--- src/rtl/mpfb_pkg.sv ---
`timescale 1ns / 1ps
// ----------------------------------------------------------------------------
// mpfb_pkg
// Shared constants and types for the monochrome page framebuffer scaler.
// ----------------------------------------------------------------------------
package mpfb_pkg;

   localparam int SRC_WIDTH   = 128;
   localparam int SRC_PAGES   = 8;
   localparam int STORE_BYTES = SRC_WIDTH * SRC_PAGES;
   localparam int DEST_ROWS   = SRC_PAGES * 16;

   localparam int ADDR_W = $clog2(STORE_BYTES);
   localparam int COL_W  = $clog2(SRC_WIDTH);
   localparam int ROW_W  = $clog2(DEST_ROWS);
   localparam int PAGE_W = ROW_W - 4;
   localparam int BIT_W  = 3;

   localparam int FB_ADDR_W  = 10;
   localparam int FB_DATA_W  = 8;
   localparam int COLOR_W    = 16;
   localparam int CSR_IDX_W  = 1;

   localparam logic [COLOR_W-1:0] FG_RESET = 16'hFFFF;
   localparam logic [COLOR_W-1:0] BG_RESET = 16'h0000;

   typedef enum logic [CSR_IDX_W-1:0] {
      CSR_FG_COLOR = 1'b0,
      CSR_BG_COLOR = 1'b1
   } csr_index_type;

   typedef enum logic {
      ACT_LOAD = 1'b0,
      ACT_PULL = 1'b1
   } action_type;

   // current stream position as seen by the read side
   typedef struct packed {
      logic [ADDR_W-1:0] rd_addr;
      logic [BIT_W-1:0]  bit_sel;
      logic              low_byte;
      logic              row_end;
      logic              frame_end;
      logic              at_start;
   } pos_type;

endpackage

--- src/rtl/mpfb_position.sv ---
`timescale 1ns / 1ps
// ----------------------------------------------------------------------------
// mpfb_position
// Destination row, source column and byte phase counters with wrap.
// ----------------------------------------------------------------------------
module mpfb_position (
   input  logic             clock,
   input  logic             reset,
   input  logic             advance,
   output mpfb_pkg::pos_type pos
);
   import mpfb_pkg::*;

   logic [1:0]       phase_ff, phase_in;
   logic [COL_W-1:0] col_ff, col_in;
   logic [ROW_W-1:0] row_ff, row_in;

   logic [ROW_W-2:0]  src_row;
   logic [PAGE_W-1:0] page;
   logic              col_last, row_last;

   assign src_row  = row_ff[ROW_W-1:1];
   assign page     = src_row[ROW_W-2:BIT_W];
   assign col_last = (col_ff == COL_W'(SRC_WIDTH - 1));
   assign row_last = (row_ff == ROW_W'(DEST_ROWS - 1));

   always_comb begin
      pos.rd_addr   = ADDR_W'(ADDR_W'(page) * ADDR_W'(SRC_WIDTH) + ADDR_W'(col_ff));
      pos.bit_sel   = src_row[BIT_W-1:0];
      pos.low_byte  = phase_ff[0];
      pos.row_end   = (phase_ff == 2'd3) && col_last;
      pos.frame_end = pos.row_end && row_last;
      pos.at_start  = (phase_ff == 2'd0) && (col_ff == '0) && (row_ff == '0);
   end

   always_comb begin
      phase_in = phase_ff;
      col_in   = col_ff;
      row_in   = row_ff;
      if (advance) begin
         phase_in = phase_ff + 2'd1;
         if (phase_ff == 2'd3) begin
            col_in = col_last ? '0 : col_ff + COL_W'(1);
            if (col_last) begin
               row_in = row_last ? '0 : row_ff + ROW_W'(1);
            end
         end
      end
   end

   always_ff @(posedge clock) begin
      if (reset) begin
         phase_ff <= '0;
         col_ff   <= '0;
         row_ff   <= '0;
      end else begin
         phase_ff <= phase_in;
         col_ff   <= col_in;
         row_ff   <= row_in;
      end
   end

endmodule
--- config.mk ---
export PLATFORM = sky130hd
export DESIGN_NAME = mpfb_position
export DESIGN_NICKNAME = d
export VERILOG_FILES = /design/src/rtl/mpfb_pkg.sv /design/src/rtl/mpfb_position.sv
export SDC_FILE = /design/constraint.sdc
export NUM_CORES = 1
export LEC_CHECK = 0
export ABC_CLOCK_PERIOD_IN_PS = 1790
export BUFFER_PORTS_ARGS = -buffer_cell sky130_fd_sc_hd__buf_2
export CAP_MARGIN = 20
export CELL_PAD_IN_SITES_DETAIL_PLACEMENT = 1
export CELL_PAD_IN_SITES_GLOBAL_PLACEMENT = 2
export CORE_UTILIZATION = 33
export CTS_BUF_LIST = sky130_fd_sc_hd__clkbuf_2
export DETAILED_ROUTE_END_ITERATION = 10
export PLACE_DENSITY = 0.8
export SLEW_MARGIN = 15
export SYNTH_ARGS = -nofsm -noshare
export SYNTH_HDL_FRONTEND = slang
export SYNTH_SLANG_ARGS = --single-unit
--- constraint.sdc ---
create_clock -name clock -period 1.79 [get_ports clock]
set_input_delay 0.358 -clock clock [delete_from_list [all_inputs] [get_ports clock]]
set_output_delay 0.358 -clock clock [all_outputs]
set_load 0.01 [all_outputs]
---- After elaboration in Yosys (flattened, before gate mapping) ----
Cells that the tools add are included.
cells by class
  $add $sub $neg .......................... 4
  eq/ne operators ......................... 3
  mux-type cells .......................... 2
  reduce and logical (&&, ||, !) cells .... 9
operators with widths
  kind                                                           count
  7-bit by 1-bit adder with 7-bit output, second input constant  2
  7-bit == test, second input constant                           2
  7-bit logical NOT                                              2
  7-bit 2-to-1 mux                                               2
  10-bit by 7-bit adder with 10-bit output                       1
  1-bit logical AND                                              4
  3-bit AND reduction                                            1
  2-bit by 1-bit adder with 2-bit output, second input constant  1
  2-bit == test, second input constant                           1
  2-bit logical NOT                                              1
  2-bit AND reduction                                            1
word-level totals
  flip-flop bits (word level) ............. 16
  input port bits ......................... 3
  output and inout bits ................... 17
  word-level logic and storage cells ...... 21

---- Logic depth before layout (Yosys ltp) ----
Gate-level depths: netlist of run 1.
  word-level depth ........................ 3
  gate-level depth with buffers ........... 5
  depth with buffers taken out ............ 5

---- Worst setup path before layout of run 1 ----
No wires, ideal clock.
  path type ............................... register -> output
  from .................................... reg col_ff[1]
  to ...................................... out pos[1] (netlist name)
  arrival time ............................ 1.280 ns
  required time ........................... 1.432 ns
  slack ................................... 0.152 ns
  stages on the path, launching flop included .. 6
  path buffers ............................ 1
  cell sequence ........................... dfxtp_1 -> ha_1 -> nand4_2 -> buf_4 -> nor2_1 -> and3_1
RTL lines
  item                      RTL line             source
  start: declaration        mpfb_position.sv:15  logic [COL_W-1:0] col_ff, col_in;
  start signal: assignment  mpfb_position.sv:58  col_ff <= col_in;
  end: declaration          mpfb_position.sv:10  output mpfb_pkg::pos_type pos

==> metrics.md, run 1 <==
| Metric | Value |
|---|---|
| Least-Margin Pin Slew | `0.403 ns` |
| Slew Viols, Final | `0` |
| Area share of fa/ha/maj cells after synthesis | `0.0743` |
| Clk_skew | `0.0118 ns` |
| Maximum clock frequency | `0.521 GHz` |
| Largest family of logic cells by synthesized area | `simple AND/OR/NAND/NOR gates` |
| Final net count | `158` |
| Mapped Nets | `130` |
| Crit path time final | `1.92 ns` |
| Gate power share | `0.123` |
| Global-route wire length before repair | `4700 µm` |
| Net Sw Power | `174 µW` |
| Synthesized area | `0.00101 mm²` |
| Rel. slew slack | `0.731` |
| Final worst slack | `-0.131 ns` |
| Simple-gate area share of the yosys netlist | `0.304` |
| Clk buf depth | `2` |
| Sw Share | `0.280` |
| N_diodes | `0` |
| Startpoint Class | `register` |
| Power density cells | `478 mW/mm²` |
| Reg power frac | `0.589` |
| Largest net degree at the start of global routing | `23` |
| Fin. Hold Viols | `0` |
| XOR/XNOR Fraction of Synth Area | `0.0173` |
| Die Span X | `57.3 µm` |
| Worst slack, placed | `approximately 0.1 ns` |
| Antenna Nets Post-Route | `0` |
| Post-Syn Instances | `121` |
| # IOs | `20` |
| Sink Count | `16` |
| CTS tree | `done` |
| Placer Congestion | `0.735` |
| Clock share of power | `0.288` |
| Layout cells sized above 1 | `0.459` |
| Clk root buf | `clkbuf_2` |
| Grt ovf | `0` |
| Post-Route WL | `2700 µm` |
| CORE AREA | `0.00283 mm²` |
| Synth Area in Compound Gates | `0.121` |
| Worst-Skew Late Latency | `between 0.3 and 0.4 ns` |
| Clk slew on worst S/H paths | `roughly 0.17 ns` |
| CP Capture Type | `primary output` |
| Cell-internal power | `approximately 450 µW` |
| Initial Utilization | `0.357` |
| Die Y | `between 50 and 60 µm` |
| Setup-failing EPs final | `2` |
| Row Count | `19` |
| Distinct cell type count after synthesis | `38` |
| Hold Crit Class | `input port to register` |
| Final Util | `0.459` |
| Vias in the first global route | `994` |
| CTS H-Tree Depth | `1` |
| Via/cell ratio | `5.21` |
| Placed Cells | `168` |
| CP Class | `register to primary output` |
| Multi-input gate area | `between 600 and 700 µm²` |
| # Max-Cap Violations | `0` |
| Total power | `620 µW` |
| Run status | `complete, but fails checks` |
| Tot GR Track Use | `0.192` |
| Unrepaired setup endpoints after global routing | `true` |
| Num CTS Buffers | `3` |
| Fillcell total | `336` |
| Yosys warning total | `0` |
| Via count | `933` |
| Failing checks | `negative setup slack` |
| Pleak | `0.000532 µW` |
| Fin Hold WS | `0.377 ns` |
| Mapped Avg Cell Area | `8.34 µm²` |
| VDD IR max | `284 µV` |
| Initial antenna violation count | `0` |
| Crit-path max FO | `2` |
| Detail Placement HPWL | `1820 µm` |
| Required time worst endpoint | `1.43 ns` |
| Post-Layout Cell Count | `roughly 180` |
| DRT iter0 DRCs | `22` |
| Mux contribution to synthesized area | `0.0434` |
| Die area | `0.00329 mm²` |
| DR WL/cell | `15.1 µm` |
| Layout area overhead | `28.5%` |
| Sequential area share after synthesis | `0.317` |
| Drc violations | `0` |
| Storage cell area | `around 340 µm²` |
| First-pass detailed-route iteration total | `3` |
| Final period util | `1.07` |
| Port Buffer Count | `19` |
| Worst path arrival time | `roughly 1.6 ns` |
| Post-synthesis sequential element count | `16` |
[flip-flops by register name (all words and copies together), names as in the netlist]
signal and flops:
phase_ff 2, row_ff 7, col_ff 7
[final cells by class]
cell class	instances	area share
Tap cell	31	0.0299
Clock buffer	3	0.0116
Inverter	9	0.0260
Clock inverter	1	0.00289
Timing Repair Buffer	35	0.166
Multi-Input combinational cell	84	0.504
Sequential cell	16	0.259
[cells in the mapped netlist]
cell type,n,area share
nor3_1,2,0.0099
buf_2,1,0.0050
nor4_1,2,0.012
nor2_1,9,0.033
and3_1,1,0.0062
ha_1,6,0.074
xor2_1,1,0.0087
dfxtp_1,16,0.32
buf_1,1,0.0037
o31ai_1,1,0.0074
mux2_2,3,0.033
mux2i_1,1,0.0099
or2_2,1,0.0062
buf_4,9,0.067
nor2b_1,6,0.037
nor4b_1,1,0.0087
xnor2_1,1,0.0087
inv_1,9,0.033
or3_1,5,0.031
o221ai_1,1,0.0087
clkbuf_8,1,0.014
nand4bb_1,1,0.011
nand4_4,1,0.021
or2b_1,1,0.0074
or4_1,2,0.015
or2_1,1,0.0062
o41ai_1,1,0.0087
o2111ai_1,1,0.0087
o311ai_1,1,0.0087
nand4_1,2,0.012
nand4_2,1,0.012
nand3_1,5,0.025
o21ai_0,7,0.035
a21oi_1,6,0.030
and2_1,1,0.0062
nand4b_1,1,0.0087
o21bai_1,2,0.015
nand2_1,9,0.033
[timing repair]
item | CTS | global route
resized for setup | 21 | 9
hold buffers | 0 | 0
buffers inserted | 8 | 0
pin swaps | 3 | 0
endpoints found under the setup margin | 3 | 4
[logic make-up after synthesis]
family	count (synthesis)
xor+xnor	2
fa+ha+maj	6
compound gates	20
buf+inv	21
mux	4
flops	16
simple gates	52
[worst paths after layout]
path | slack, ns | to | cells after the start | start
worst min-delay path | 0.38 | col_ff[1] | 3 | advance
worst max register to register | 0.13 | row_ff[6] | 6 | row_ff[3]
worst max-delay path | -0.13 | pos[0] | 3 | row_ff[3]
worst min register to register | 0.56 | col_ff[6] | 2 | col_ff[6]
[placed cells by master (no fill, tap or decap), types with 5 or more instances in the layout]
cell type / Yosys / final
or3_1: 5 / 5
a21oi_1: 6 / 6
nor2_1: 9 / 7
dfxtp_2: 0 / 13
nand2_1: 9 / 9
o21ai_0: 7 / 7
buf_2: 1 / 19
buf_4: 9 / 16
inv_1: 9 / 7
nor2b_1: 6 / 6
nand3_1: 5 / 5
[metal layers]
| layer | GRT usage | routed length [µm] | share of wire | vias up |
|---|---|---|---|---|
| li1 | - | - | - | 470 |
| met1 | 0.248 | 1250 | 0.46 | 439 |
| met2 | 0.319 | 1310 | 0.49 | 17 |
| met3 | 0.0204 | 70 | 0.026 | 7 |
| met4 | 0.0941 | 72 | 0.027 | 0 |
| met5 | 0 | 0 | 0 | - |
[worst max-delay path, cell delays in order (launching register included)]
cell and delay (ns):
dfxtp_1 0.35, or4_4 0.52, nor4_1 0.21, buf_2 0.17
[power groups by stage]
stage	sequential (µW)	clock [µW]	combinational, µW
after floorplan	373	0	42.3
after global placement	373	0	53.7
after detailed placement	373	0	55.1
after CTS	365	183	72.7
after global routing	366	201	84.3
final	365	178	76.5
[stage by stage]
step,cell area (µm²),setup TNS [ns]
2_1_floorplan,1010,0
3_3_place_gp,1120,0
3_5_place_dp,1120,0
4_1_cts,1270,-0.134
5_1_grt,1300,-0.287
6_report,1300,-0.138
Note: power is estimated with default switching activity, not from simulation.
==> run 2, diff against run 1 <==
==> constraint.sdc (replaced) <==
create_clock -name clock -period 1.79 [get_ports clock]
set_input_delay 0.358 -clock clock [delete_from_list [all_inputs] [get_ports clock]]
set_output_delay 0.358 -clock clock [all_outputs]
set_load 0.02 [all_outputs]
==> run 2 against run 1 <==
Highest routed layer unchanged. First-iteration DRC count down 27%. Largest cell class unchanged. Clock-buffer cell count unchanged. Critical path type unchanged. Critical path depth up 3. The run ends with design-rule violations, negative setup slack left.
==> metrics.md, run 2 (synthesized netlist as in run 1, its figures left out) <==
| Metric | Value |
|---|---|
| Tot GR Track Use | `0.184 (-0.00811)` |
| Worst path slowest cell | `dfxtp_2` |
| Fillcell total | `330 (-1.8%)` |
| Fin Hold WS | `0.356 ns (-0.0212 ns)` |
| Die Y | `57.3 µm (unchanged)` |
| Regs by FF count | `col_ff: 7 flops, row_ff: 7 flops, phase_ff: 2 flops` |
| Largest stage delay on the critical path | `0.36 ns (-0.16 ns)` |
| FF-to-FF setup slack | `0.13 ns (about the same)` |
| Die Span X | `57.3 µm (unchanged)` |
| Maximum clock frequency | `0.518 GHz (-0.48%)` |
| Post-Layout Cell Count | `180 (+0.56%)` |
| Port Buffer Count | `19 (unchanged)` |
| Largest net degree at the start of global routing | `13 (-43%)` |
| Sink Count | `16 (unchanged)` |
| Placer Congestion | `0.734 (-0.15%)` |
| Layout area overhead | `32.3%` |
| VDD IR max | `274 µV (-3.5%)` |
| Grt ovf | `0 (unchanged)` |
| Fin. Hold Viols | `0 (unchanged)` |
| Worst path depth | `6 (+3)` |
| CORE AREA | `0.00283 mm² (unchanged)` |
| Worst r2r src | `phase_ff[0]` |
| Power density cells | `469 mW/mm² (-2.0%)` |
| Least-Margin Pin Slew | `0.302 ns (-0.101 ns)` |
| Num CTS Buffers | `3 (unchanged)` |
| Final period util | `1.08 (+0.00517)` |
| N_diodes | `0 (unchanged)` |
| Clk slew on worst S/H paths | `0.18 ns (about the same)` |
| Row Count | `19 (unchanged)` |
| Detail Placement HPWL | `2000 µm (+9.7%)` |
| Startpoint Class | `register` |
| Slew Viols, Final | `0 (unchanged)` |
| Vias in the first global route | `945 (-4.9%)` |
| CTS H-Tree Depth | `1 (unchanged)` |
| Required time worst endpoint | `1.43 ns (about the same)` |
| Final worst slack | `-0.140 ns (-0.00925 ns)` |
| # Max-Cap Violations | `0 (unchanged)` |
| Storage cell area | `339 µm² (+0.74%)` |
| Multi-input gate area | `671 µm² (+2.5%)` |
| Crit path time final | `1.93 ns (+0.00926 ns)` |
| Clk root buf | `clkbuf_2` |
| Placed Area | `0.00115 mm² (+2.8%)` |
| Layout cells sized above 1 | `0.470 (+0.0103)` |
| Initial Utilization | `0.357 (unchanged)` |
| Setup-failing EPs final | `2 (unchanged)` |
| CP Buf/Inv Count | `2 (+1)` |
| End of the worst register-to-register path | `row_ff[6]` |
| Clk_skew | `0.0120 ns (+0.000133 ns)` |
| CP Capture Type | `primary output` |
| DR WL/cell | `15.5 µm (+2.4%)` |
| Unrepaired setup endpoints after global routing | `true` |
| Total power | `626 µW (+0.97%)` |
| Clk buf depth | `2 (unchanged)` |
| Die area | `0.00329 mm² (unchanged)` |
| Cell area after layout | `0.00134 mm² (+3.0%)` |
| Failing checks | `design-rule violations, negative setup slack` |
| Global-route wire length before repair | `4580 µm (-2.5%)` |
| Rel. slew slack | `0.797 (+0.0653)` |
| Worst R2R Path Depth | `5 (-1)` |
| First-pass detailed-route iteration total | `9 (+6)` |
| Antenna Nets Post-Route | `0 (unchanged)` |
| Drc violations | `2 (+2)` |
| Via/cell ratio | `5.37 (+3.1%)` |
| Cts hold-fix bufs | `0 (unchanged)` |
| Placed Cells | `171 (+1.8%)` |
| Crit path capture | `pos[0]` |
| Critical Path Source | `phase_ff[1]` |
| Initial antenna violation count | `0 (unchanged)` |
| Worst path arrival time | `1.57 ns (about the same)` |
| Post-Route WL | `2780 µm (+3.0%)` |
| CTS tree | `done` |
| Most frequent cells in the layout | `buf_4, buf_2, nand2_1, dfxtp_2` |
| Via count | `967 (+3.6%)` |
| Final net count | `160 (+1.3%)` |
| Cell family with most CP delay | `simple AND/OR/NAND/NOR gates` |
| Crit-path max FO | `2 (unchanged)` |
| Hold Crit Class | `input port to register` |
| # IOs | `20 (unchanged)` |
| CP Class | `register to primary output` |
| Critical-path cell list | `inv_2, ha_4, nor4b_4, nand4b_1, nor4_4, buf_4` |
| Run status | `complete, but fails checks` |
| Pleak | `0.000551 µW (+3.7%)` |
| Most common cell after layout, fill and taps aside | `buf_4` |
| DRT iter0 DRCs | `16 (-27%)` |
| Worst-Skew Late Latency | `0.30 ns (-0.02 ns)` |
run 2: cell count changes in the layout (fill, tap and decap cells not counted), sizes merged:
cell,previous run,this run
buf,35,37
clkinv,1,0
run 2: layout make-up:
cell class	instances	area share
sequential	16	0.254
inverter	9	0.0253
multi-input combinational	84	0.502
tap	31	0.0290
clock buffer	3	0.0112
timing repair buffer	37	0.179
run 2: routing by layer:
layer / track usage / wire length, µm / vias up
met2: 0.297 / 1260 / 17
met4: 0.0732 / 34 / 0
met1: 0.243 / 1400 / 471
li1: - / - / 475
met5: 0 / 0 / -
met3: 0.0317 / 84 / 4
run 2: timing repair:
item / CTS / global route
setup endpoints to repair: 3 / 4
pin swaps: 8 / 4
resized for setup: 24 / 9
setup buffers: 6 / 1
run 2: worst min path at each step:
stage / startpoint / endpoint / slack (ns) / cells past startpoint
3_3_place_gp: phase_ff[1] / phase_ff[1] / 0.51 / 2
6_report: reset / phase_ff[0] / 0.36 / 2
3_5_place_dp: col_ff[5] / col_ff[5] / 0.55 / 2
2_1_floorplan: phase_ff[1] / phase_ff[1] / 0.49 / 2
4_1_cts: reset / phase_ff[0] / 0.35 / 2
5_1_grt: reset / phase_ff[0] / 0.35 / 2
run 2: through the flow:
step | setup WS, ns | TNS (ns) | util
after global placement | 0.132 | 0 | 0.407
after detailed placement | 0.104 | 0 | 0.407
after CTS | -0.206 | -0.207 | 0.458
after floorplan | 0.0907 | 0 | -
final | -0.140 | -0.216 | 0.472
after global routing | -0.250 | -0.462 | 0.472
run 2: report_power, final:
part / leakage [µW] / switching, µW / internal [µW]
combinational: 0.000404 / 50.0 / 42.1
clock: 0.0000125 / 126 / 45.7
sequential: 0.000135 / 3.43 / 359
==> run 3, diff against run 2 <==
--- a/config.mk
+++ b/config.mk
@@ -10,10 +10,10 @@
 export CAP_MARGIN = 20
 export CELL_PAD_IN_SITES_DETAIL_PLACEMENT = 1
 export CELL_PAD_IN_SITES_GLOBAL_PLACEMENT = 2
-export CORE_UTILIZATION = 33
+export CORE_UTILIZATION = 25
 export CTS_BUF_LIST = sky130_fd_sc_hd__clkbuf_2
 export DETAILED_ROUTE_END_ITERATION = 10
-export PLACE_DENSITY = 0.8
+export PLACE_DENSITY = 0.63
 export SLEW_MARGIN = 15
 export SYNTH_ARGS = -nofsm -noshare
 export SYNTH_HDL_FRONTEND = slang
==> run 3 against run 2 <==
The flow finishes with violations (negative setup slack). Worst hold slack improved by 0.038 ns. Combinational power decreased by 25%. Sequential share of layout area decreased by 0.23 points. Total power decreased by 4.0%. Worst setup slack improved by 0.0039 ns. Sequential power about the same. Core utilization decreased by 12 points. Register-to-register slack got worse by 0.05 ns. Die area increased by 31%. Cell area decreased by 0.94%.
==> metrics.md, run 3 (synthesized netlist as in run 1, its figures left out) <==
| Metric | Value |
|---|---|
| Run status | `complete, but fails checks` |
| Failing checks | `negative setup slack` |
| Worst R2R Path Depth | `7 (+2)` |
| Sink Count | `16 (unchanged)` |
| Slew Viols, Final | `0 (unchanged)` |
| Most frequent cells in the layout | `buf_4, buf_2, inv_1, nand2_1, dfxtp_1` |
| Unrepaired setup endpoints after global routing | `true` |
| Placed Area | `0.00116 mm² (+0.54%)` |
| CTS tree | `done` |
| Final worst slack | `-0.137 ns (+0.00394 ns)` |
| CORE AREA | `0.00377 mm² (+33%)` |
| Hold Crit Class | `input port to register` |
| Pleak | `0.000537 µW (-2.7%)` |
| Final net count | `160 (unchanged)` |
| Clk slew on worst S/H paths | `0.16 ns (-0.02 ns)` |
| Critical Path Source | `row_ff[3]` |
| Die Span X | `65.6 µm (+14%)` |
| Crit-path max FO | `2 (unchanged)` |
| Num CTS Buffers | `3 (unchanged)` |
| N_diodes | `0 (unchanged)` |
| # Max-Cap Violations | `0 (unchanged)` |
| Fin. Hold Viols | `0 (unchanged)` |
| Worst r2r src | `col_ff[0]` |
| Tot GR Track Use | `0.140 (-0.0434)` |
| Layout cells sized above 1 | `0.420 (-0.0498)` |
| Global-route wire length before repair | `4530 µm (-1.2%)` |
| Hold_sp | `advance` |
| Crit path capture | `pos[0]` |
| Antenna Nets Post-Route | `0 (unchanged)` |
| CTS H-Tree Depth | `1 (unchanged)` |
| Rel. slew slack | `0.742 (-0.0542)` |
| Via count | `954 (-1.3%)` |
| Vias in the first global route | `947 (+0.21%)` |
| Post-Layout Cell Count | `198 (+10%)` |
| Startpoint Class | `register` |
| DRT iter0 DRCs | `32 (+16)` |
| DR WL/cell | `13.6 µm (-12%)` |
| Die area | `0.00430 mm² (+31%)` |
| Via/cell ratio | `4.82 (-10%)` |
| CP Class | `register to primary output` |
| Cell area after layout | `0.00132 mm² (-0.94%)` |
| Maximum clock frequency | `0.519 GHz (+0.20%)` |
| Detail Placement HPWL | `1980 µm (-0.65%)` |
| Regs by FF count | `col_ff: 7 flops, row_ff: 7 flops, phase_ff: 2 flops` |
| Grt ovf | `0 (unchanged)` |
| Power density cells | `454 mW/mm² (-3.1%)` |
| Clk_skew | `0.00534 ns (-0.00663 ns)` |
| Most common cell after layout, fill and taps aside | `buf_4` |
| Placer Congestion | `0.716 (-2.5%)` |
| First-pass detailed-route iteration total | `4 (-5)` |
| # IOs | `20 (unchanged)` |
| FF-to-FF setup slack | `0.08 ns (-0.05 ns)` |
| Setup_tns | `-0.137 ns (+0.0793 ns)` |
| Placed Cells | `186 (+8.8%)` |
| Setup-failing EPs final | `1 (-1)` |
| CP Capture Type | `primary output` |
| Worst path arrival time | `1.57 ns (about the same)` |
| Worst-Skew Late Latency | `0.29 ns (about the same)` |
| Final period util | `1.08 (-0.00220)` |
| Initial Utilization | `0.268 (-0.0892)` |
| Least-Margin Pin Slew | `0.386 ns (+0.0841 ns)` |
| Clk root buf | `clkbuf_2` |
| VDD IR max | `274 µV (-0.22%)` |
| Row Count | `22 (+3)` |
| Cts hold-fix bufs | `0 (unchanged)` |
| Port Buffer Count | `19 (unchanged)` |
| Initial antenna violation count | `0 (unchanged)` |
| Drc violations | `0 (-2)` |
| End of the worst register-to-register path | `row_ff[5]` |
| Required time worst endpoint | `1.43 ns (about the same)` |
| Crit path time final | `1.93 ns (-0.00395 ns)` |
| Largest net degree at the start of global routing | `23 (+10)` |
| Post-Route WL | `2690 µm (-3.2%)` |
| Clk buf depth | `2 (unchanged)` |
| Die Y | `65.6 µm (+14%)` |
| Layout area overhead | `31.1%` |
-- run 3: changes by cell type in the layout (fill, tap and decap cells not counted), sizes merged --
| cell | delta |
|---|---|
| clkinv | +1 |
-- run 3: cell type report --
| cell class | count | area, µm² |
|---|---|---|
| fill | 456 | 2450 |
| multi-input combinational | 84 | 633 |
| sequential | 16 | 333 |
| timing repair buffer | 37 | 245 |
| tap | 48 | 60.1 |
| inverter | 9 | 33.8 |
| clock buffer | 3 | 15.0 |
| clock inverter | 1 | 3.75 |
-- run 3: stage by stage --
step                setup WS (ns)  hold WS, ns  total power, µW   util
floorplan                  0.0907        0.487              422      -
global placement            0.155        0.510              433  0.307
detailed placement         0.0933        0.533              435  0.307
CTS                        -0.190        0.370              614  0.337
global route               -0.259        0.362              643  0.351
finish                     -0.137        0.394              601  0.351
-- run 3: repair_timing --
| item | CTS | global route |
|---|---|---|
| buffers inserted | 6 | 2 |
| gates resized for setup | 14 | 10 |
| endpoints found under the setup margin | 3 | 4 |
| pin swaps | 4 | 4 |
| cloned | 0 | 0 |
-- run 3: layer usage --
layer	up-vias	global-route usage	part of all wire
met1	460	0.186	0.49
li1	477	-	-
met2	15	0.223	0.46
met3	2	0.0399	0.039
met5	-	0	0
met4	0	0.0326	0.0071
-- run 3: how the worst min path moves through the flow --
stage	slack, ns	end	depth (start not counted)
2_1_floorplan	0.49	phase_ff[1]	2
3_3_place_gp	0.51	phase_ff[1]	2
3_5_place_dp	0.53	phase_ff[1]	2
4_1_cts	0.37	col_ff[1]	3
5_1_grt	0.36	col_ff[1]	3
6_report	0.39	col_ff[1]	3
-- run 3: critical path, stage by stage (launching register included) --
cell and delay, ns:
dfxtp_2 0.35, or4_1 0.52, nor4_2 0.22, buf_4 0.18
-- run 3: report_power, final --
group,internal (µW),switching [µW]
clock,48.6,119
combinational,30.2,38.9
sequential,360,4.39
total,439,162
